## src/rtl/pidaw_pkg.sv

```systemverilog
package pidaw_pkg;

   localparam int GAIN_W     = 24;
   localparam int AW_W       = 16;
   localparam int FORCE_W    = 24;
   localparam int SPEED_W    = 16;
   localparam int STEP_W     = 15;
   localparam int ERR_W      = 17;
   localparam int DERR_W     = 18;
   localparam int INTEG_W    = 40;
   localparam int MUL_A_W    = 25;
   localparam int MUL_B_W    = 21;
   localparam int PROD_W     = MUL_A_W + MUL_B_W;
   localparam int ACC_W      = 72;
   localparam int RAW_W      = 53;
   localparam int DIFF_W     = 54;
   localparam int CORR_W     = 54;
   localparam int ISUM_W     = 56;
   localparam int CSR_ADDR_W = 5;
   localparam int CSR_DATA_W = 32;

   localparam logic [GAIN_W-1:0]  PROP_GAIN_RST  = 24'd3276800;
   localparam logic [GAIN_W-1:0]  INT_GAIN_RST   = 24'd1638;
   localparam logic [GAIN_W-1:0]  DERIV_GAIN_RST = 24'd8192000;
   localparam logic [AW_W-1:0]    AW_GAIN_RST    = 16'd10486;
   localparam logic [FORCE_W-1:0] FORCE_MAX_RST  = 24'd1280000;
   localparam logic [FORCE_W-1:0] FORCE_MIN_RST  = 24'd0;
   localparam logic [SPEED_W-1:0] TARGET_RST     = 16'd2560;
   localparam logic [STEP_W-1:0]  RAMP_STEP_RST  = 15'd5;

   typedef enum logic [2:0] {
      REG_PROP_GAIN,
      REG_INT_GAIN,
      REG_DERIV_GAIN,
      REG_AW_GAIN,
      REG_FORCE_MAX,
      REG_FORCE_MIN,
      REG_TARGET_SPEED,
      REG_RAMP_STEP
   } csr_index_type;

   // weight of a partial product in the accumulator
   typedef enum logic [1:0] {
      SH_0,
      SH_18,
      SH_20,
      SH_36
   } shift_type;

endpackage

```

## src/rtl/pid_with_antiwindup_and_ramp.sv

```systemverilog
// Speed loop PID with reference ramp and back-calculation anti-windup.
// Input channel (req_valid/req_ready/req_measured_speed): one Q7.8 speed
// word per control tick. Result channel (rsp_*): clamped force, ramped
// reference, error and the two limit flags, one word per input word.
// APB port (psel..prdata, pready tied high): gains, aw gain, force
// limits, target and ramp step at byte addresses 4*i; reads return them.
// req_ready is high only while idle, so a new word is taken only after the
// previous one has been finished and handed to the output register. The
// work is done by one shared 25x21 multiplier and 72-bit accumulator
// stepping through seven partial products (four for the PID sum, three for
// the anti-windup term) plus ramp, error, clamp and update steps.
// If the receiver stalls, the output register holds the word; a following
// word is computed up to its final update step and waits there.
// Synchronous reset restores the register defaults and clears the
// reference, last error and integral; there is no clearing pass.
module pid_with_antiwindup_and_ramp
   import pidaw_pkg::*;
(
   input  logic                         clock,
   input  logic                         reset,
   input  logic                         req_valid,
   output logic                         req_ready,
   input  logic signed [SPEED_W-1:0]    req_measured_speed,
   output logic                         rsp_valid,
   input  logic                         rsp_ready,
   output logic signed [FORCE_W-1:0]    rsp_drive_force,
   output logic signed [SPEED_W-1:0]    rsp_reference_speed,
   output logic signed [ERR_W-1:0]      rsp_speed_error,
   output logic                         rsp_at_upper_limit,
   output logic                         rsp_at_lower_limit,
   input  logic                         psel,
   input  logic                         penable,
   input  logic                         pwrite,
   input  logic [CSR_ADDR_W-1:0]        paddr,
   input  logic [CSR_DATA_W-1:0]        pwdata,
   output logic [CSR_DATA_W-1:0]        prdata,
   output logic                         pready
);

   typedef enum logic [3:0] {
      ST_IDLE,
      ST_RAMP,
      ST_ERROR,
      ST_P_MUL,
      ST_D_MUL,
      ST_IL_MUL,
      ST_IH_MUL,
      ST_SUM,
      ST_CLAMP,
      ST_A0_MUL,
      ST_A1_MUL,
      ST_A2_MUL,
      ST_AW_SUM,
      ST_UPDATE
   } state_type;

   state_type                  state_ff, state_in;

   logic [GAIN_W-1:0]          prop_gain_ff, prop_gain_in;
   logic [GAIN_W-1:0]          int_gain_ff, int_gain_in;
   logic [GAIN_W-1:0]          deriv_gain_ff, deriv_gain_in;
   logic [AW_W-1:0]            aw_gain_ff, aw_gain_in;
   logic signed [FORCE_W-1:0]  force_max_ff, force_max_in;
   logic signed [FORCE_W-1:0]  force_min_ff, force_min_in;
   logic signed [SPEED_W-1:0]  target_ff, target_in;
   logic [STEP_W-1:0]          ramp_step_ff, ramp_step_in;

   logic signed [SPEED_W-1:0]  ref_ff, ref_in;
   logic signed [ERR_W-1:0]    last_err_ff, last_err_in;
   logic signed [INTEG_W-1:0]  integ_ff, integ_in;

   logic signed [SPEED_W-1:0]  meas_ff, meas_in;
   logic signed [ERR_W-1:0]    err_ff, err_in;
   logic signed [DERR_W-1:0]   derr_ff, derr_in;
   logic signed [PROD_W-1:0]   prod_ff, prod_in;
   shift_type                  prod_sh_ff, prod_sh_in;
   logic                       prod_en_ff, prod_en_in;
   logic signed [ACC_W-1:0]    acc_ff, acc_in;
   logic signed [FORCE_W-1:0]  clamped_ff, clamped_in;
   logic                       up_ff, up_in;
   logic                       low_ff, low_in;
   logic signed [DIFF_W-1:0]   diff_ff, diff_in;

   logic                       rsp_valid_ff, rsp_valid_in;
   logic signed [FORCE_W-1:0]  rsp_force_ff, rsp_force_in;
   logic signed [SPEED_W-1:0]  rsp_ref_ff, rsp_ref_in;
   logic signed [ERR_W-1:0]    rsp_err_ff, rsp_err_in;
   logic                       rsp_up_ff, rsp_up_in;
   logic                       rsp_low_ff, rsp_low_in;

   logic signed [MUL_A_W-1:0]  mul_a;
   logic signed [MUL_B_W-1:0]  mul_b;
   logic signed [PROD_W-1:0]   product;
   logic signed [ACC_W-1:0]    prod_ext;
   logic signed [ACC_W-1:0]    prod_shifted;

   logic signed [ERR_W-1:0]    delta;
   logic signed [ERR_W-1:0]    step_pos;
   logic signed [ERR_W-1:0]    step_neg;
   logic                       in_reach;
   logic signed [SPEED_W-1:0]  ref_step_next;
   logic signed [ERR_W-1:0]    err_calc;
   logic signed [DERR_W-1:0]   derr_calc;
   logic signed [RAW_W-1:0]    raw;
   logic signed [RAW_W-1:0]    fmax_ext;
   logic signed [RAW_W-1:0]    fmin_ext;
   logic                       raw_above;
   logic                       raw_below;
   logic signed [FORCE_W-1:0]  clamp_sel;
   logic signed [CORR_W-1:0]   corr;
   logic signed [ISUM_W-1:0]   isum;
   logic signed [INTEG_W-1:0]  isum_sat;

   logic                       csr_write;
   csr_index_type              csr_index;
   logic                       req_accept;
   logic                       rsp_accept;
   logic                       rsp_free;

   assign req_accept = req_valid && req_ready;
   assign rsp_accept = rsp_valid_ff && rsp_ready;
   assign rsp_free   = !rsp_valid_ff || rsp_ready;

   assign csr_write  = psel && penable && pwrite;
   assign csr_index  = csr_index_type'(paddr[CSR_ADDR_W-1:2]);

   // shared multiplier
   assign product    = mul_a * mul_b;
   assign prod_ext   = ACC_W'(prod_ff);

   always_comb begin
      case (prod_sh_ff)
         SH_0:    prod_shifted = prod_ext;
         SH_18:   prod_shifted = prod_ext <<< 18;
         SH_20:   prod_shifted = prod_ext <<< 20;
         SH_36:   prod_shifted = prod_ext <<< 36;
         default: prod_shifted = prod_ext;
      endcase
   end

   // reference ramp
   assign delta    = ERR_W'(target_ff) - ERR_W'(ref_ff);
   assign step_pos = $signed({2'b00, ramp_step_ff});
   assign step_neg = -step_pos;
   assign in_reach = (delta <= step_pos) && (delta >= step_neg);
   assign ref_step_next = delta[ERR_W-1] ? (ref_ff - $signed({1'b0, ramp_step_ff}))
                                         : (ref_ff + $signed({1'b0, ramp_step_ff}));

   assign err_calc  = ERR_W'(ref_ff) - ERR_W'(meas_ff);
   assign derr_calc = DERR_W'(err_ff) - DERR_W'(last_err_ff);

   // clamp: raw = floor(acc / 2^12)
   assign raw       = acc_ff[RAW_W+11:12];
   assign fmax_ext  = RAW_W'(force_max_ff);
   assign fmin_ext  = RAW_W'(force_min_ff);
   assign raw_above = raw > fmax_ext;
   assign raw_below = raw < fmin_ext;
   assign clamp_sel = raw_above ? force_max_ff :
                      raw_below ? force_min_ff : raw[FORCE_W-1:0];

   // integral update with back-calculation, saturated to 40 bits
   assign corr = acc_ff[CORR_W+15:16];
   assign isum = ISUM_W'(integ_ff) + ISUM_W'(err_ff) + ISUM_W'(corr);
   assign isum_sat = (isum[ISUM_W-1:INTEG_W-1] == {(ISUM_W-INTEG_W+1){isum[ISUM_W-1]}})
                     ? isum[INTEG_W-1:0]
                     : (isum[ISUM_W-1] ? $signed({1'b1, {(INTEG_W-1){1'b0}}})
                                       : $signed({1'b0, {(INTEG_W-1){1'b1}}}));

   always_comb begin
      state_in      = state_ff;
      prop_gain_in  = prop_gain_ff;
      int_gain_in   = int_gain_ff;
      deriv_gain_in = deriv_gain_ff;
      aw_gain_in    = aw_gain_ff;
      force_max_in  = force_max_ff;
      force_min_in  = force_min_ff;
      target_in     = target_ff;
      ramp_step_in  = ramp_step_ff;
      ref_in        = ref_ff;
      last_err_in   = last_err_ff;
      integ_in      = integ_ff;
      meas_in       = meas_ff;
      err_in        = err_ff;
      derr_in       = derr_ff;
      prod_in       = product;
      prod_sh_in    = SH_0;
      prod_en_in    = 1'b0;
      acc_in        = prod_en_ff ? (acc_ff + prod_shifted) : acc_ff;
      clamped_in    = clamped_ff;
      up_in         = up_ff;
      low_in        = low_ff;
      diff_in       = diff_ff;
      rsp_valid_in  = rsp_accept ? 1'b0 : rsp_valid_ff;
      rsp_force_in  = rsp_force_ff;
      rsp_ref_in    = rsp_ref_ff;
      rsp_err_in    = rsp_err_ff;
      rsp_up_in     = rsp_up_ff;
      rsp_low_in    = rsp_low_ff;
      mul_a         = '0;
      mul_b         = '0;

      if (csr_write) begin
         unique case (csr_index)
            REG_PROP_GAIN:    prop_gain_in  = pwdata[GAIN_W-1:0];
            REG_INT_GAIN:     int_gain_in   = pwdata[GAIN_W-1:0];
            REG_DERIV_GAIN:   deriv_gain_in = pwdata[GAIN_W-1:0];
            REG_AW_GAIN:      aw_gain_in    = pwdata[AW_W-1:0];
            REG_FORCE_MAX:    force_max_in  = pwdata[FORCE_W-1:0];
            REG_FORCE_MIN:    force_min_in  = pwdata[FORCE_W-1:0];
            REG_TARGET_SPEED: target_in     = pwdata[SPEED_W-1:0];
            REG_RAMP_STEP:    ramp_step_in  = pwdata[STEP_W-1:0];
         endcase
      end

      unique case (state_ff)
         ST_IDLE: begin
            if (req_accept) begin
               meas_in  = req_measured_speed;
               state_in = ST_RAMP;
            end
         end
         ST_RAMP: begin
            ref_in   = in_reach ? target_ff : ref_step_next;
            state_in = ST_ERROR;
         end
         ST_ERROR: begin
            err_in   = err_calc;
            state_in = ST_P_MUL;
         end
         ST_P_MUL: begin
            derr_in    = derr_calc;
            mul_a      = $signed({1'b0, prop_gain_ff});
            mul_b      = MUL_B_W'(err_ff);
            prod_en_in = 1'b1;
            acc_in     = '0;
            state_in   = ST_D_MUL;
         end
         ST_D_MUL: begin
            mul_a      = $signed({1'b0, deriv_gain_ff});
            mul_b      = MUL_B_W'(derr_ff);
            prod_en_in = 1'b1;
            state_in   = ST_IL_MUL;
         end
         ST_IL_MUL: begin
            mul_a      = $signed({1'b0, int_gain_ff});
            mul_b      = $signed({1'b0, integ_ff[19:0]});
            prod_en_in = 1'b1;
            state_in   = ST_IH_MUL;
         end
         ST_IH_MUL: begin
            mul_a      = $signed({1'b0, int_gain_ff});
            mul_b      = $signed({integ_ff[INTEG_W-1], integ_ff[INTEG_W-1:20]});
            prod_sh_in = SH_20;
            prod_en_in = 1'b1;
            state_in   = ST_SUM;
         end
         ST_SUM: begin
            state_in = ST_CLAMP;
         end
         ST_CLAMP: begin
            clamped_in = clamp_sel;
            up_in      = raw_above;
            low_in     = !raw_above && raw_below;
            diff_in    = DIFF_W'(clamp_sel) - DIFF_W'(raw);
            state_in   = ST_A0_MUL;
         end
         ST_A0_MUL: begin
            mul_a      = $signed({{(MUL_A_W-AW_W){1'b0}}, aw_gain_ff});
            mul_b      = $signed({3'b000, diff_ff[17:0]});
            prod_en_in = 1'b1;
            acc_in     = '0;
            state_in   = ST_A1_MUL;
         end
         ST_A1_MUL: begin
            mul_a      = $signed({{(MUL_A_W-AW_W){1'b0}}, aw_gain_ff});
            mul_b      = $signed({3'b000, diff_ff[35:18]});
            prod_sh_in = SH_18;
            prod_en_in = 1'b1;
            state_in   = ST_A2_MUL;
         end
         ST_A2_MUL: begin
            mul_a      = $signed({{(MUL_A_W-AW_W){1'b0}}, aw_gain_ff});
            mul_b      = MUL_B_W'($signed(diff_ff[DIFF_W-1:36]));
            prod_sh_in = SH_36;
            prod_en_in = 1'b1;
            state_in   = ST_AW_SUM;
         end
         ST_AW_SUM: begin
            state_in = ST_UPDATE;
         end
         ST_UPDATE: begin
            if (rsp_free) begin
               integ_in     = isum_sat;
               last_err_in  = err_ff;
               rsp_valid_in = 1'b1;
               rsp_force_in = clamped_ff;
               rsp_ref_in   = ref_ff;
               rsp_err_in   = err_ff;
               rsp_up_in    = up_ff;
               rsp_low_in   = low_ff;
               state_in     = ST_IDLE;
            end
         end
      endcase
   end

   always_ff @(posedge clock) begin
      if (reset) begin
         state_ff      <= ST_IDLE;
         prop_gain_ff  <= PROP_GAIN_RST;
         int_gain_ff   <= INT_GAIN_RST;
         deriv_gain_ff <= DERIV_GAIN_RST;
         aw_gain_ff    <= AW_GAIN_RST;
         force_max_ff  <= FORCE_MAX_RST;
         force_min_ff  <= FORCE_MIN_RST;
         target_ff     <= TARGET_RST;
         ramp_step_ff  <= RAMP_STEP_RST;
         ref_ff        <= '0;
         last_err_ff   <= '0;
         integ_ff      <= '0;
         prod_en_ff    <= 1'b0;
         rsp_valid_ff  <= 1'b0;
      end else begin
         state_ff      <= state_in;
         prop_gain_ff  <= prop_gain_in;
         int_gain_ff   <= int_gain_in;
         deriv_gain_ff <= deriv_gain_in;
         aw_gain_ff    <= aw_gain_in;
         force_max_ff  <= force_max_in;
         force_min_ff  <= force_min_in;
         target_ff     <= target_in;
         ramp_step_ff  <= ramp_step_in;
         ref_ff        <= ref_in;
         last_err_ff   <= last_err_in;
         integ_ff      <= integ_in;
         prod_en_ff    <= prod_en_in;
         rsp_valid_ff  <= rsp_valid_in;
      end
      meas_ff      <= meas_in;
      err_ff       <= err_in;
      derr_ff      <= derr_in;
      prod_ff      <= prod_in;
      prod_sh_ff   <= prod_sh_in;
      acc_ff       <= acc_in;
      clamped_ff   <= clamped_in;
      up_ff        <= up_in;
      low_ff       <= low_in;
      diff_ff      <= diff_in;
      rsp_force_ff <= rsp_force_in;
      rsp_ref_ff   <= rsp_ref_in;
      rsp_err_ff   <= rsp_err_in;
      rsp_up_ff    <= rsp_up_in;
      rsp_low_ff   <= rsp_low_in;
   end

   always_comb begin
      unique case (csr_index)
         REG_PROP_GAIN:    prdata = CSR_DATA_W'(prop_gain_ff);
         REG_INT_GAIN:     prdata = CSR_DATA_W'(int_gain_ff);
         REG_DERIV_GAIN:   prdata = CSR_DATA_W'(deriv_gain_ff);
         REG_AW_GAIN:      prdata = CSR_DATA_W'(aw_gain_ff);
         REG_FORCE_MAX:    prdata = CSR_DATA_W'(force_max_ff);
         REG_FORCE_MIN:    prdata = CSR_DATA_W'(force_min_ff);
         REG_TARGET_SPEED: prdata = CSR_DATA_W'(target_ff);
         REG_RAMP_STEP:    prdata = CSR_DATA_W'(ramp_step_ff);
      endcase
   end

   assign pready              = 1'b1;
   assign req_ready           = (state_ff == ST_IDLE);
   assign rsp_valid           = rsp_valid_ff;
   assign rsp_drive_force     = rsp_force_ff;
   assign rsp_reference_speed = rsp_ref_ff;
   assign rsp_speed_error     = rsp_err_ff;
   assign rsp_at_upper_limit  = rsp_up_ff;
   assign rsp_at_lower_limit  = rsp_low_ff;

   a_valid_from_update: assert property (@(posedge clock) disable iff (reset)
      $rose(rsp_valid_ff) |-> $past(state_ff == ST_UPDATE))
      else $error("result word appeared outside the update step");

   a_flags_exclusive: assert property (@(posedge clock) disable iff (reset)
      rsp_valid_ff |-> !(rsp_up_ff && rsp_low_ff))
      else $error("both limit flags set");

   a_busy_after_accept: assert property (@(posedge clock) disable iff (reset)
      req_accept |=> !req_ready)
      else $error("input taken while a word is in progress");

   a_no_overwrite: assert property (@(posedge clock) disable iff (reset)
      (rsp_valid_ff && !rsp_ready) |=> $stable(rsp_force_ff) && $stable(rsp_err_ff))
      else $error("stalled result word changed");

endmodule

```

## config.mk

```make
export PLATFORM = sky130hd
export DESIGN_NAME = pid_with_antiwindup_and_ramp
export DESIGN_NICKNAME = d
export VERILOG_FILES = /design/src/rtl/pidaw_pkg.sv /design/src/rtl/pid_with_antiwindup_and_ramp.sv
export SDC_FILE = /design/constraint.sdc
export NUM_CORES = 2
export LEC_CHECK = 0
export ABC_CLOCK_PERIOD_IN_PS = 9500
export BUFFER_PORTS_ARGS = -buffer_cell sky130_fd_sc_hd__clkbuf_2
export CORE_ASPECT_RATIO = 0.6
export CORE_MARGIN = 2
export CORE_UTILIZATION = 55
export DETAILED_ROUTE_END_ITERATION = 7
export PLACE_DENSITY_LB_ADDON = 0.1
export SYNTH_ARGS = -nofsm -noshare
export SYNTH_HDL_FRONTEND = slang
export SYNTH_SLANG_ARGS = --single-unit
```

## constraint.sdc

```tcl
create_clock -name clock -period 9.5 [get_ports clock]
set_clock_uncertainty 0.2 [all_clocks]
set_input_delay 0.475 -clock clock [delete_from_list [all_inputs] [get_ports clock]]
set_output_delay 0.475 -clock clock [all_outputs]
set_load 0.005 [all_outputs]
```

==> impl_metrics.env <==
export IMPL_status="complete, no violations"
export IMPL_clk_pin_slew_ns=0.07
export IMPL_grt_pass1_vias=48400
export IMPL_hold_viol=0
export IMPL_clockBufferDepth=3
export IMPL_final_common_cell="nand2_1"
export IMPL_slew_headroom_pct=15.9
export IMPL_min_period_over_period_pct=96.8
export IMPL_cts_tree="yes"
export IMPL_portBuffers=142
export IMPL_die_h_um=254
export IMPL_final_cell_mix="979 x nand2_1, 845 x inv_1, 557 x ha_1"
export IMPL_htreeDepth=2
export IMPL_path_max_fanout=8
export IMPL_post_route_cells_drive_above_1_share_pct=9.05
export IMPL_worst_ep_required_time_ns=9.92
export IMPL_path_depth=33
export IMPL_synthArstFlopShare_pct=0
export IMPL_min_path_cells=3
export IMPL_cts_buffers=58
export IMPL_slew_viol_final=0
export IMPL_crit_family="adder cells"
export IMPL_via_per_inst=6.16
export IMPL_cp_end_kind="flip-flop"
export IMPL_min_period_ns=9.19
export IMPL_cellPowerDensity_mw_per_mm2=206
export IMPL_drtIter0Drc=6403
export IMPL_cts_sinks=554
export IMPL_clock_root_buffer="clkbuf_16"
export IMPL_ys_types=89
export IMPL_vias=51400
export IMPL_synth_cells=6753
export IMPL_stdcell_area_sq_mm=0.0631
export IMPL_dp_cells=8194
export IMPL_reg2reg_depth=33
export IMPL_nNetsFinal=7998
export IMPL_cpPeakStageDelay_ns=0.56
export IMPL_final_setup_viol_count=0
export IMPL_hpwl_um=167000
export IMPL_synth_edf_count=190
export IMPL_grt_overflow=0
export IMPL_power_uw=13000
export IMPL_die_area_sq_mm=0.107
export IMPL_cpMaxStageDelayCell="fa_1"
export IMPL_rows=91
export IMPL_io_pins=154
export IMPL_cp_start_kind="flip-flop"
export IMPL_max_freq_ghz=0.109
export IMPL_area_growth_pct=10.2
export IMPL_grt_max_degree=97
export IMPL_fill_cells=9254
export IMPL_grtUsageTotal_pct=39.2
export IMPL_worst_pin_slew_ns=1.26
export IMPL_wire_per_inst_um=25.2
export IMPL_peakVddDrop_v=0.000196
export IMPL_avgSynthCellArea_sq_um=8.48
export IMPL_start_util_pct=55.6
export IMPL_coreArea_sq_mm=0.103
export IMPL_gp_congestion=1.02
export IMPL_p_leak_uw=0.0292
export IMPL_critPathKind="reg -> reg"
export IMPL_antenna_found_initial=10
export IMPL_dpl_cell_area_sq_mm=0.0605
export IMPL_synth_ff_type="dfxtp_1"
export IMPL_routed_wl_um=210000
export IMPL_drtPass1Iterations=8
export IMPL_hold_path_class="in -> reg"
export IMPL_yosysSeqAreaShare_pct=22.7
export IMPL_grt_pass1_wl_um=312000
export IMPL_ant_nets=0
export IMPL_worst_path_buf_inv=7
export IMPL_drc=0
export IMPL_cpMostUsedCell="fa_1"
export IMPL_die_x_um=421
export IMPL_fin_cells=8346
export IMPL_ys_ff_latch=554
export IMPL_yosys_warnings=0
export IMPL_cap_violations=0
export IMPL_clkLatencyLatePin_ns=0.69
export IMPL_crit_arrival_ns=9.62
export IMPL_synth_area_sq_mm=0.0573
export IMPL_syn_nets=7847
-- what timing repair did --
action	in CTS	in global routing
resized for setup	0	37
endpoints found under the setup margin	0	11
hold buffers	37	0
hold endpoints to repair	122	0
setup buffers	0	6
-- per-layer routing --
layer  GRT usage [%]  vias to the layer above  share of wire, %
met4            8.75                       14               2.4
met3            13.1                      318                14
met5               0                        -             0.043
li1                -                    23300                 -
met1            59.4                    25000                45
met2            53.1                     2824                39
-- synth_stat cells, types with 46 or more instances --
cell      number  area share, %
mux2i_1      147            2.6
o21bai_1      46           0.60
xor2_1        73            1.1
xnor2_1      174            2.7
nor4_1        93            1.0
o21ai_0      212            1.9
nand3_1       94           0.82
a21oi_1      461            4.0
nor2_1       505            3.3
ha_1         557             12
nor3_1        84           0.73
edfxtp_1     190             10
clkbuf_1     278            1.8
and2_1        69           0.75
fa_1         477             17
inv_1        846            5.5
nand2_1      981            6.4
nor2b_1       53           0.58
a22oi_1       57           0.75
nand3b_1      48           0.63
dfxtp_1      364             13
nand4_1       96            1.0
a21o_1       186            2.4
-- power breakdown --
group,total [uW],internal (uW),switching [uW]
registers,3190,2840,356
clock network,2530,1410,1120
logic,7300,2840,4460
total,13000,7080,5940
-- tightest hold or removal path, delay by kind of cell --
kind / cells / cell delay (ns)
buf+inv: 1 / 0.22
simple gates: 1 / 0.11
compound gates: 1 / 0.05
-- flip-flops by register name, summed over array words and instances, names as in the netlist, 24 cells and up --
signal,flops
deriv_gain_ff,24
rsp_drive_force,24
acc_ff,70
force_max_ff,24
clamped_ff,24
int_gain_ff,24
force_min_ff,24
prod_ff,46
integ_ff,40
diff_ff,54
prop_gain_ff,24
-- final timing paths --
check,start,to,slack [ns]
max,state_ff[3],prod_ff[45],0.31
min reg2reg,clamped_ff[4],rsp_drive_force[4],0.21
max reg2reg,state_ff[3],prod_ff[45],0.31
min,pwdata[0],aw_gain_ff[0],0.04
-- cells by family after synthesis --
logic type      Yosys count  share of synthesized area, %
compound gates         1334                          14.9
mux                     204                          4.42
fa+ha+maj              1034                          28.8
xor+xnor                247                          3.78
simple gates           2187                          17.4
other cells               1                       0.00655
buf+inv                1192                          7.98
flops                   554                          22.7
-- per-stage QoR --
| stage | util, % | hold WS (ns) | worst slack, ns | TNS, ns |
|---|---|---|---|---|
| floorplan | - | 0.200 | 0.0424 | 0 |
| global placement | 58.8 | 0.203 | 0.180 | 0 |
| detailed placement | 58.8 | 0.205 | 0.0623 | 0 |
| CTS | 61.2 | 0.000239 | 0.0225 | 0 |
| global route | 61.3 | 0.0411 | -0.0128 | -0.0128 |
| finish | 61.3 | 0.0400 | 0.306 | 0 |
-- layout make-up --
type / instances / area, sq um / area share [%]
Antenna cell: 1 / 2.50 / 0.00396
Inverter: 850 / 3190 / 5.06
Clock inverter: 34 / 414 / 0.656
Sequential cell: 554 / 13000 / 20.6
Multi-Input combinational cell: 5009 / 39900 / 63.2
Timing Repair Buffer: 431 / 3230 / 5.11
Clock buffer: 72 / 1620 / 2.56
Tap cell: 1395 / 1750 / 2.77
Note: power is estimated with default switching activity, not from simulation.
